--- src/design/assert_macros.svh ---
// Assertion macros used by the top-level design file.
`ifndef ASSERT_MACROS_SVH
`define ASSERT_MACROS_SVH

// Same-cycle implication, checked outside reset.
`define ASSERT_SAME(label, pre, post, msg) \
  label: assert property (@(posedge clk) disable iff (!rst_n) (pre) |-> (post)) \
    else $error(msg);

// Next-cycle implication, checked outside reset.
`define ASSERT_NEXT(label, pre, post, msg) \
  label: assert property (@(posedge clk) disable iff (!rst_n) (pre) |=> (post)) \
    else $error(msg);

`endif

--- src/design/pcmu3_pkg.sv ---
// Package with types and constants of the stereo upsample-by-three block.
`timescale 1ns / 1ps

package pcmu3_pkg;

  // Input item kind
  typedef enum logic {
    KIND_SAMPLE  = 1'b0,
    KIND_RESTART = 1'b1
  } kind_t;

  // Frame index within one sample
  typedef enum logic [1:0] {
    PH_0 = 2'd0,
    PH_1 = 2'd1,
    PH_2 = 2'd2
  } phase_t;

  typedef struct packed {
    kind_t              kind;
    logic signed [15:0] sample;
    logic               end_of_block;
  } in_t;

  typedef struct packed {
    logic signed [31:0] left_word;
    logic signed [31:0] right_word;
    logic               last_of_sample;
    logic               block_end;
  } out_t;

  // Work handed from front to back: one entry per audio sample
  typedef struct packed {
    logic signed [15:0] prev;
    logic signed [15:0] cur;
    logic               primed;
    logic               eob;
  } job_t;

  localparam int JOB_W = $bits(job_t);
  localparam int OUT_W = $bits(out_t);

  localparam int JOB_DEPTH_DEF = 2;
  localparam int OUT_DEPTH_DEF = 4;

  // ceil(2^17 / 3): exact floor(m / 3) for all m below 2^17
  localparam logic [16:0] RECIP3 = 17'd43691;
  localparam int RECIP3_SHIFT = 17;

endpackage

--- src/design/pcmu3_fifo.sv ---
// Small register queue with occupancy count.
`timescale 1ns / 1ps

module pcmu3_fifo #(
  parameter int WIDTH = 8,
  parameter int DEPTH = 2,
  localparam int AW = (DEPTH > 1) ? $clog2(DEPTH) : 1,
  localparam int CW = $clog2(DEPTH + 1)
) (
  input  logic             clk,
  input  logic             rst_n,
  input  logic             push,
  input  logic [WIDTH-1:0] wdata,
  input  logic             pop,
  output logic [WIDTH-1:0] rdata,
  output logic             empty,
  output logic             full,
  output logic [CW-1:0]    count
);

  logic [WIDTH-1:0] mem_r [DEPTH];
  logic [AW-1:0]    wptr_r, wptr_nxt;
  logic [AW-1:0]    rptr_r, rptr_nxt;
  logic [CW-1:0]    cnt_r, cnt_nxt;
  logic             do_push, do_pop;

  assign empty   = (cnt_r == '0);
  assign full    = (cnt_r == CW'(DEPTH));
  assign count   = cnt_r;
  assign rdata   = mem_r[rptr_r];
  assign do_push = push && !full;
  assign do_pop  = pop && !empty;

  // Advance pointers with wrap, track occupancy
  always_comb begin
    wptr_nxt = wptr_r;
    rptr_nxt = rptr_r;
    cnt_nxt  = cnt_r;
    if (do_push) begin
      wptr_nxt = (wptr_r == AW'(DEPTH - 1)) ? '0 : wptr_r + AW'(1);
    end
    if (do_pop) begin
      rptr_nxt = (rptr_r == AW'(DEPTH - 1)) ? '0 : rptr_r + AW'(1);
    end
    if (do_push && !do_pop) begin
      cnt_nxt = cnt_r + CW'(1);
    end else if (do_pop && !do_push) begin
      cnt_nxt = cnt_r - CW'(1);
    end
  end

  always_ff @(posedge clk) begin
    if (!rst_n) begin
      wptr_r <= '0;
      rptr_r <= '0;
      cnt_r  <= '0;
    end else begin
      wptr_r <= wptr_nxt;
      rptr_r <= rptr_nxt;
      cnt_r  <= cnt_nxt;
    end
  end

  // Store entries
  always_ff @(posedge clk) begin
    if (do_push) begin
      mem_r[wptr_r] <= wdata;
    end
  end

endmodule

--- src/design/pcmu3_front.sv ---
// Front end: accepts items, handles restart, keeps the previous sample.
`timescale 1ns / 1ps

module pcmu3_front (
  input  logic             clk,
  input  logic             rst_n,
  input  logic             in_push,
  input  pcmu3_pkg::in_t   in_data,
  output logic             in_full,
  input  logic             job_full,
  output logic             job_push,
  output pcmu3_pkg::job_t  job_data
);

  logic signed [15:0] prev_r, prev_nxt;
  logic               primed_r, primed_nxt;
  logic               accept;
  logic               is_restart;

  assign in_full    = job_full;
  assign accept     = in_push && !job_full;
  assign is_restart = (in_data.kind == pcmu3_pkg::KIND_RESTART);

  // Hand every audio sample to the back end with the interpolator state
  assign job_push        = accept && !is_restart;
  assign job_data.prev   = prev_r;
  assign job_data.cur    = in_data.sample;
  assign job_data.primed = primed_r;
  assign job_data.eob    = in_data.end_of_block;

  // Restart clears state; a sample becomes the next previous sample
  always_comb begin
    prev_nxt   = prev_r;
    primed_nxt = primed_r;
    if (accept) begin
      if (is_restart) begin
        prev_nxt   = '0;
        primed_nxt = 1'b0;
      end else begin
        prev_nxt   = in_data.sample;
        primed_nxt = 1'b1;
      end
    end
  end

  always_ff @(posedge clk) begin
    if (!rst_n) begin
      prev_r   <= '0;
      primed_r <= 1'b0;
    end else begin
      prev_r   <= prev_nxt;
      primed_r <= primed_nxt;
    end
  end

endmodule

--- src/design/pcmu3_back.sv ---
// Back end: expands one job into three frames through a two-step divide by three.
`timescale 1ns / 1ps

module pcmu3_back #(
  parameter int OUT_DEPTH = pcmu3_pkg::OUT_DEPTH_DEF,
  localparam int CW = $clog2(OUT_DEPTH + 1)
) (
  input  logic             clk,
  input  logic             rst_n,
  input  pcmu3_pkg::job_t  job_data,
  input  logic             job_empty,
  output logic             job_pop,
  input  logic [CW-1:0]    out_count,
  output logic             out_push,
  output pcmu3_pkg::out_t  out_data
);

  pcmu3_pkg::phase_t  phase_r, phase_nxt;
  logic signed [15:0] base;
  logic signed [17:0] pe, ce, num;
  logic [17:0]        num_neg;
  logic [CW:0]        occ;
  logic               issue;
  logic               is_last;

  logic               vld_r, vld_nxt;
  logic               sign_r;
  logic [16:0]        mag_r;
  logic               last_r, blk_r;

  logic [33:0]        prod;
  logic [15:0]        quo, quo_neg, res;

  // Issue a frame while the output queue has room for everything in flight
  assign occ     = {1'b0, out_count} + (CW + 1)'(vld_r);
  assign issue   = !job_empty && (occ < (CW + 1)'(OUT_DEPTH));
  assign is_last = (phase_r == pcmu3_pkg::PH_2);
  assign job_pop = issue && is_last;

  // Unprimed: treat the sample as its own predecessor, all frames equal it
  assign base = job_data.primed ? job_data.prev : job_data.cur;
  assign pe   = 18'(base);
  assign ce   = 18'(job_data.cur);

  // Numerator (3-w)*prev + w*cur, magnitude always below 2^17
  always_comb begin
    case (phase_r)
      pcmu3_pkg::PH_0: num = (pe <<< 1) + pe;
      pcmu3_pkg::PH_1: num = (pe <<< 1) + ce;
      pcmu3_pkg::PH_2: num = pe + (ce <<< 1);
      default:         num = (pe <<< 1) + pe;
    endcase
  end

  assign num_neg = -num;

  // Advance frame index
  always_comb begin
    phase_nxt = phase_r;
    if (issue) begin
      unique case (phase_r)
        pcmu3_pkg::PH_0: phase_nxt = pcmu3_pkg::PH_1;
        pcmu3_pkg::PH_1: phase_nxt = pcmu3_pkg::PH_2;
        pcmu3_pkg::PH_2: phase_nxt = pcmu3_pkg::PH_0;
        default:         phase_nxt = pcmu3_pkg::PH_0;
      endcase
    end
  end

  assign vld_nxt = issue;

  always_ff @(posedge clk) begin
    if (!rst_n) begin
      phase_r <= pcmu3_pkg::PH_0;
      vld_r   <= 1'b0;
    end else begin
      phase_r <= phase_nxt;
      vld_r   <= vld_nxt;
    end
  end

  // Stage one: sign and magnitude of the numerator, frame flags
  always_ff @(posedge clk) begin
    if (issue) begin
      sign_r <= num[17];
      mag_r  <= num[17] ? num_neg[16:0] : num[16:0];
      last_r <= is_last;
      blk_r  <= is_last && job_data.eob;
    end
  end

  // Stage two: reciprocal multiply, restore sign, scale to Q31
  assign prod    = 34'(mag_r) * 34'(pcmu3_pkg::RECIP3);
  assign quo     = prod[pcmu3_pkg::RECIP3_SHIFT +: 16];
  assign quo_neg = ~quo + 16'd1;
  assign res     = sign_r ? quo_neg : quo;

  assign out_push                = vld_r;
  assign out_data.left_word      = {res, 16'h0000};
  assign out_data.right_word     = {res, 16'h0000};
  assign out_data.last_of_sample = last_r;
  assign out_data.block_end      = blk_r;

endmodule

--- src/design/pcm_upsample_by_three_stereo_top.sv ---
// Top level of the mono PCM to stereo Q31 upsampler by three.
//
// Usage:
//   Input queue side: drive in_data and raise in_push; the transaction is taken
//   at a rising edge with in_push high and in_full low. kind selects an audio
//   sample or a restart of the interpolator (restart gives no frames).
//   Output queue side: while out_empty is low, out_data holds the oldest frame;
//   raise out_pop to take it. Each sample gives three frames in order.
//   A sample goes through the job queue, the back end's stage-one registers
//   and the output queue. Throughput: one frame per cycle while a job waits and
//   the output queue has room, set by the back end's single divide-by-three path.
//   A job queue of JOB_DEPTH samples lets input run ahead of the back end; an
//   output queue of OUT_DEPTH frames absorbs pop stalls. When out_pop stays low
//   the output queue fills, the back end halts, then the job queue fills and
//   in_full rises; nothing is dropped.
//   Reset (rst_n low, synchronous) empties both queues and clears the previous
//   sample and the primed flag, so the next sample is repeated three times.
`timescale 1ns / 1ps
`include "assert_macros.svh"

module pcm_upsample_by_three_stereo_top #(
  parameter int JOB_DEPTH = pcmu3_pkg::JOB_DEPTH_DEF,
  parameter int OUT_DEPTH = pcmu3_pkg::OUT_DEPTH_DEF
) (
  input  logic            clk,
  input  logic            rst_n,
  input  logic            in_push,
  input  pcmu3_pkg::in_t  in_data,
  output logic            in_full,
  output logic            out_empty,
  input  logic            out_pop,
  output pcmu3_pkg::out_t out_data
);

  localparam int JCW = $clog2(JOB_DEPTH + 1);
  localparam int OCW = $clog2(OUT_DEPTH + 1);

  logic                         job_push, job_pop, job_empty, job_full;
  pcmu3_pkg::job_t              job_wdata, job_rdata;
  logic [pcmu3_pkg::JOB_W-1:0]  job_rbits;
  logic [JCW-1:0]               job_count;

  logic                         ofifo_push, ofifo_full;
  pcmu3_pkg::out_t              ofifo_wdata;
  logic [pcmu3_pkg::OUT_W-1:0]  ofifo_rbits;
  logic [OCW-1:0]               ofifo_count;

  // Accept and classify
  pcmu3_front u_front (
    .clk      (clk),
    .rst_n    (rst_n),
    .in_push  (in_push),
    .in_data  (in_data),
    .in_full  (in_full),
    .job_full (job_full),
    .job_push (job_push),
    .job_data (job_wdata)
  );

  // Queue samples between front and back
  pcmu3_fifo #(
    .WIDTH (pcmu3_pkg::JOB_W),
    .DEPTH (JOB_DEPTH)
  ) u_job_fifo (
    .clk   (clk),
    .rst_n (rst_n),
    .push  (job_push),
    .wdata (job_wdata),
    .pop   (job_pop),
    .rdata (job_rbits),
    .empty (job_empty),
    .full  (job_full),
    .count (job_count)
  );

  assign job_rdata = job_rbits;

  // Expand each sample into three frames
  pcmu3_back #(
    .OUT_DEPTH (OUT_DEPTH)
  ) u_back (
    .clk       (clk),
    .rst_n     (rst_n),
    .job_data  (job_rdata),
    .job_empty (job_empty),
    .job_pop   (job_pop),
    .out_count (ofifo_count),
    .out_push  (ofifo_push),
    .out_data  (ofifo_wdata)
  );

  // Hold frames for the receiver
  pcmu3_fifo #(
    .WIDTH (pcmu3_pkg::OUT_W),
    .DEPTH (OUT_DEPTH)
  ) u_out_fifo (
    .clk   (clk),
    .rst_n (rst_n),
    .push  (ofifo_push),
    .wdata (ofifo_wdata),
    .pop   (out_pop),
    .rdata (ofifo_rbits),
    .empty (out_empty),
    .full  (ofifo_full),
    .count (ofifo_count)
  );

  assign out_data = ofifo_rbits;

  // Checks
  `ASSERT_SAME(a_no_out_overflow, ofifo_push, !ofifo_full, "frame pushed into full output queue")
  `ASSERT_SAME(a_restart_no_job, in_push && !in_full && in_data.kind == pcmu3_pkg::KIND_RESTART, !job_push, "restart created a job")
  `ASSERT_NEXT(a_sample_queued, in_push && !in_full && in_data.kind == pcmu3_pkg::KIND_SAMPLE, !job_empty && job_count != '0, "accepted sample missing from job queue")

endmodule
--- config.mk ---
export PLATFORM = sky130hd
export DESIGN_NAME = pcm_upsample_by_three_stereo_top
export DESIGN_NICKNAME = d
export VERILOG_FILES = /design/src/design/pcmu3_pkg.sv /design/src/design/pcmu3_fifo.sv /design/src/design/pcmu3_front.sv /design/src/design/pcmu3_back.sv /design/src/design/pcm_upsample_by_three_stereo_top.sv
export VERILOG_INCLUDE_DIRS = /design/src /design/src/design
export SDC_FILE = /design/constraint.sdc
export NUM_CORES = 1
export LEC_CHECK = 0
export BUFFER_PORTS_ARGS = -buffer_cell sky130_fd_sc_hd__buf_2
export CELL_PAD_IN_SITES_DETAIL_PLACEMENT = 2
export CELL_PAD_IN_SITES_GLOBAL_PLACEMENT = 2
export CORE_MARGIN = 1
export CORE_UTILIZATION = 42
export CTS_CLUSTER_SIZE = 20
export DETAILED_ROUTE_END_ITERATION = 7
export PLACE_DENSITY = 0.94
export SYNTH_ARGS = -nofsm -noshare
export SYNTH_HDL_FRONTEND = slang
export SYNTH_SLANG_ARGS = --single-unit
--- constraint.sdc ---
create_clock -name clk -period 9.1 [get_ports clk]
set_clock_uncertainty 0.15 [all_clocks]
set_input_delay 1.82 -clock clk [delete_from_list [all_inputs] [get_ports clk]]
set_output_delay 1.82 -clock clk [all_outputs]
set_load 0.01 [all_outputs]
==> flow_summary_export.csv <==
group,metric,value,unit
job,max-cap-violations,0,
route,drt_iter0_drc,534,
die,die_h,193,um
synthesis,synth_area,15300,um^2
route,drc_errors,7,
sta,finalHoldViolations,0,
clocking,ctsHoldBuffers,0,
run_status,violations,"design-rule violations",
die,core-area,35700,um^2
worst_setup_path,r2r-start,"u_back.mag_r[4]",
die,fp-row-count,69,
clocking,htreeDepth,4,
synthesis,ys_warn_count,0,
die,io_pins,90,
clocking,cts.sinks,194,
cells_and_area,nNetsFinal,1734,
run_status,status,"finished, violations left",
placement,gp_congestion,0.912,
worst_setup_path,worstPathRequired,9.16,ns
worst_setup_path,start_kind,"register",
die,dieArea,37200,um^2
worst_setup_path,critPathMaxFanout,6,
sta,finalCritPeriodShare,84.4,%
sta,clock.fmax,0.130,GHz
sta,relSlewSlack,20.8,%
cells_and_area,layout-drive-gt1-share,10.5,%
sta,hold-worst-slack,0.317,ns
route,vias,11100,
sta,setup_viol,0,
placement,portBuffers,57,
global_route,grt_overflow,0,
placement,post-dp-hpwl,39600,um
global_route,grt_pass1_vias,12900,
sta,rsz0062_at_grt,"no",
cells_and_area,antenna_cells,0,
synthesis,async_reset_ff_share,0,%
clocking,cts_buffer_depth,2,
route,wirelength,50300,um
route,firstDrtPassIters,7,
sta,finalMaxSlewViolations,0,
die,die-width,193,um
clocking,clk_pin_slew,0.07,ns
clocking,numCtsBuffers,17,
route,antenna_left,0,
global_route,grt_start_max_net_pins,36,
synthesis,synthDistinctLibCells,73,
synthesis,ys_seq_area_share,35.9,%
sta,setup_tns,0,ns
worst_setup_path,cp-end-kind,"register",
cells_and_area,area_growth_syn_to_layout,7.80,%
global_route,antenna_found_initial,0,
worst_setup_path,critPathLaunch,"u_back.mag_r[4]",
sta,min_period,7.68,ns
worst_hold_path,hold_start,"u_front.prev_r[8]",
synthesis,synthCells,1408,
clocking,cts_tree,"built",
clocking,cts_resized,0,
synthesis,syn_area_per_cell,10.9,um^2
die,initial_core_util,42.9,%
route,via_per_inst,5.75,
synthesis,synthFlopType,"edfxtp_1",
clocking,post_cts_buffers,0,
worst_setup_path,critical_path_class,"register to register",
sta,worst_pin_slew,1.19,ns
worst_setup_path,crit_arrival,7.74,ns
global_route,grt_usage,28.4,%
worst_hold_path,hp-class,"register to register",
clocking,clk_latency,0.47,ns
clocking,cts_root_buf,"clkbuf_16",
synthesis,postSynthRegisterBits,194,
route,wire_per_inst,26.2,um
global_route,grt_pass1_wl,77500,um
synthesis,synth-edff-count,160,
placed cells by master (no fill, tap or decap), types with 12 or more instances in the layout:
cell type  instances
inv_1            207
ha_1             172
edfxtp_1         160
nand2_1          111
fa_1              90
o21ai_0           62
buf_2             57
a21oi_1           54
mux2i_1           39
nor2_1            37
xnor2_1           36
xor2_1            33
dfxtp_1           33
conb_1            32
nor2b_1           28
a21o_1            18
mux4_2            18
and2_1            18
nor3b_1           17
clkbuf_16         17
nor3_1            16
a211oi_1          16
mux2_2            15
o21a_1            13
nand3_1           12
synthesized netlist by cell type, drive strengths merged, types with 8 or more instances:
cell type  count  share of area (%)
fa            90                 12
a211oi        16               0.79
mux4          18                2.7
nor2b         28                1.1
nor2          37               0.91
buf           55                2.5
o211ai        10               0.49
nand2b        11               0.45
clkbuf        21               0.52
and2          19               0.79
a21o          18               0.88
o21ai         69                2.3
dfxtp         34                4.5
nand3         12               0.39
o31ai         10               0.56
a21oi         57                2.0
inv          207                5.1
nor3b         17               0.83
edfxtp       160                 31
mux2          15                1.1
o21a          13               0.64
mux2i         40                2.6
xor2          33                1.9
nor3          17               0.56
ha           172                 14
nand2        111                2.7
xnor2         36                2.1
or3           11               0.48
nand4          8               0.33
logic make-up (layout without fill, tap and decap cells):
family | after synthesis | count (layout) | synth area share (%)
simple gates | 286 | 286 | 9.35
compound gates | 239 | 239 | 10.4
buf+inv | 284 | 308 | 8.16
xor+xnor | 69 | 69 | 3.95
mux | 73 | 73 | 6.38
fa+ha+maj | 262 | 262 | 25.9
other cells | 1 | 32 | 0.0245
flops | 194 | 194 | 35.9
per-stage QoR:
step / instance area [um^2] / cells / setup slack (ns) / util (%)
after floorplan: 15400 / 1439 / 2.75 / -
after global placement: 15900 / 1892 / 2.29 / 44.6
after detailed placement: 15900 / 1892 / 1.65 / 44.6
after CTS: 16500 / 1924 / 1.54 / 46.2
after global routing: 16500 / 1924 / 1.24 / 46.2
final: 16500 / 1924 / 1.42 / 46.2
path summary, 6_finish.rpt:
| check | endpoint | slack, ns | cells after the start |
|---|---|---|---|
| setup / recovery | u_out_fifo.mem_r[2][30] | 1.42 | 20 |
| hold / removal | u_job_fifo.mem_r[0][26] | 0.32 | 0 |
| setup reg to reg | u_out_fifo.mem_r[2][30] | 1.42 | 20 |
| hold reg to reg | u_job_fifo.mem_r[0][26] | 0.32 | 0 |
flip-flops by register name, summed over array words and instances, names as in the netlist, named ones only:
| name | cells |
|---|---|
| u_job_fifo.count | 2 |
| u_back.mag_r | 17 |
| u_job_fifo.mem_r | 68 |
| u_job_fifo.wptr_r | 1 |
| u_front.prev_r | 16 |
| u_back.phase_r | 2 |
| u_back.out_push | 1 |
| u_back.last_r | 1 |
| u_front.primed_r | 1 |
| u_out_fifo.wptr_r | 2 |
| u_out_fifo.mem_r | 72 |
| u_out_fifo.rptr_r | 2 |
| u_out_fifo.count | 3 |
| u_job_fifo.rptr_r | 1 |
| u_back.sign_r | 1 |
| u_back.blk_r | 1 |
metal layers:
layer / share of wire, % / global-route usage [%] / vias up
met4: 5.0 / 15.0 / 0
met1: 37 / 30.2 / 5706
met2: 55 / 53.9 / 295
met3: 2.7 / 3.64 / 149
li1: - / - / 4904
met5: 0 / 0 / -
critical path, stage by stage, from the launching register on:
cell       delay, ns
edfxtp_1        0.54
ha_1            0.44
fa_1            0.56
fa_1            0.54
inv_1           0.07
fa_1            0.59
inv_1           0.08
fa_1            0.53
inv_1           0.06
fa_1            0.59
inv_1           0.08
ha_1            0.36
nand2_1         0.11
o21ai_1         0.14
a2111oi_1       0.50
a211oi_1        0.22
or3_4           0.39
a221oi_4        0.37
nand4_1         0.32
o31ai_2         0.35
xor2_1          0.42
layout make-up:
cell class,instances,area [um^2]
clock buffers,19,453
fillers,3647,19200
inverters,208,781
well taps,461,577
multi-input cells,961,8700
flip-flops and latches,194,5490
repair buffers,68,368
clock inverters,13,114
Power is not shown: default switching activity piles up to over one toggle a cycle in this logic, so the estimate is an artifact.
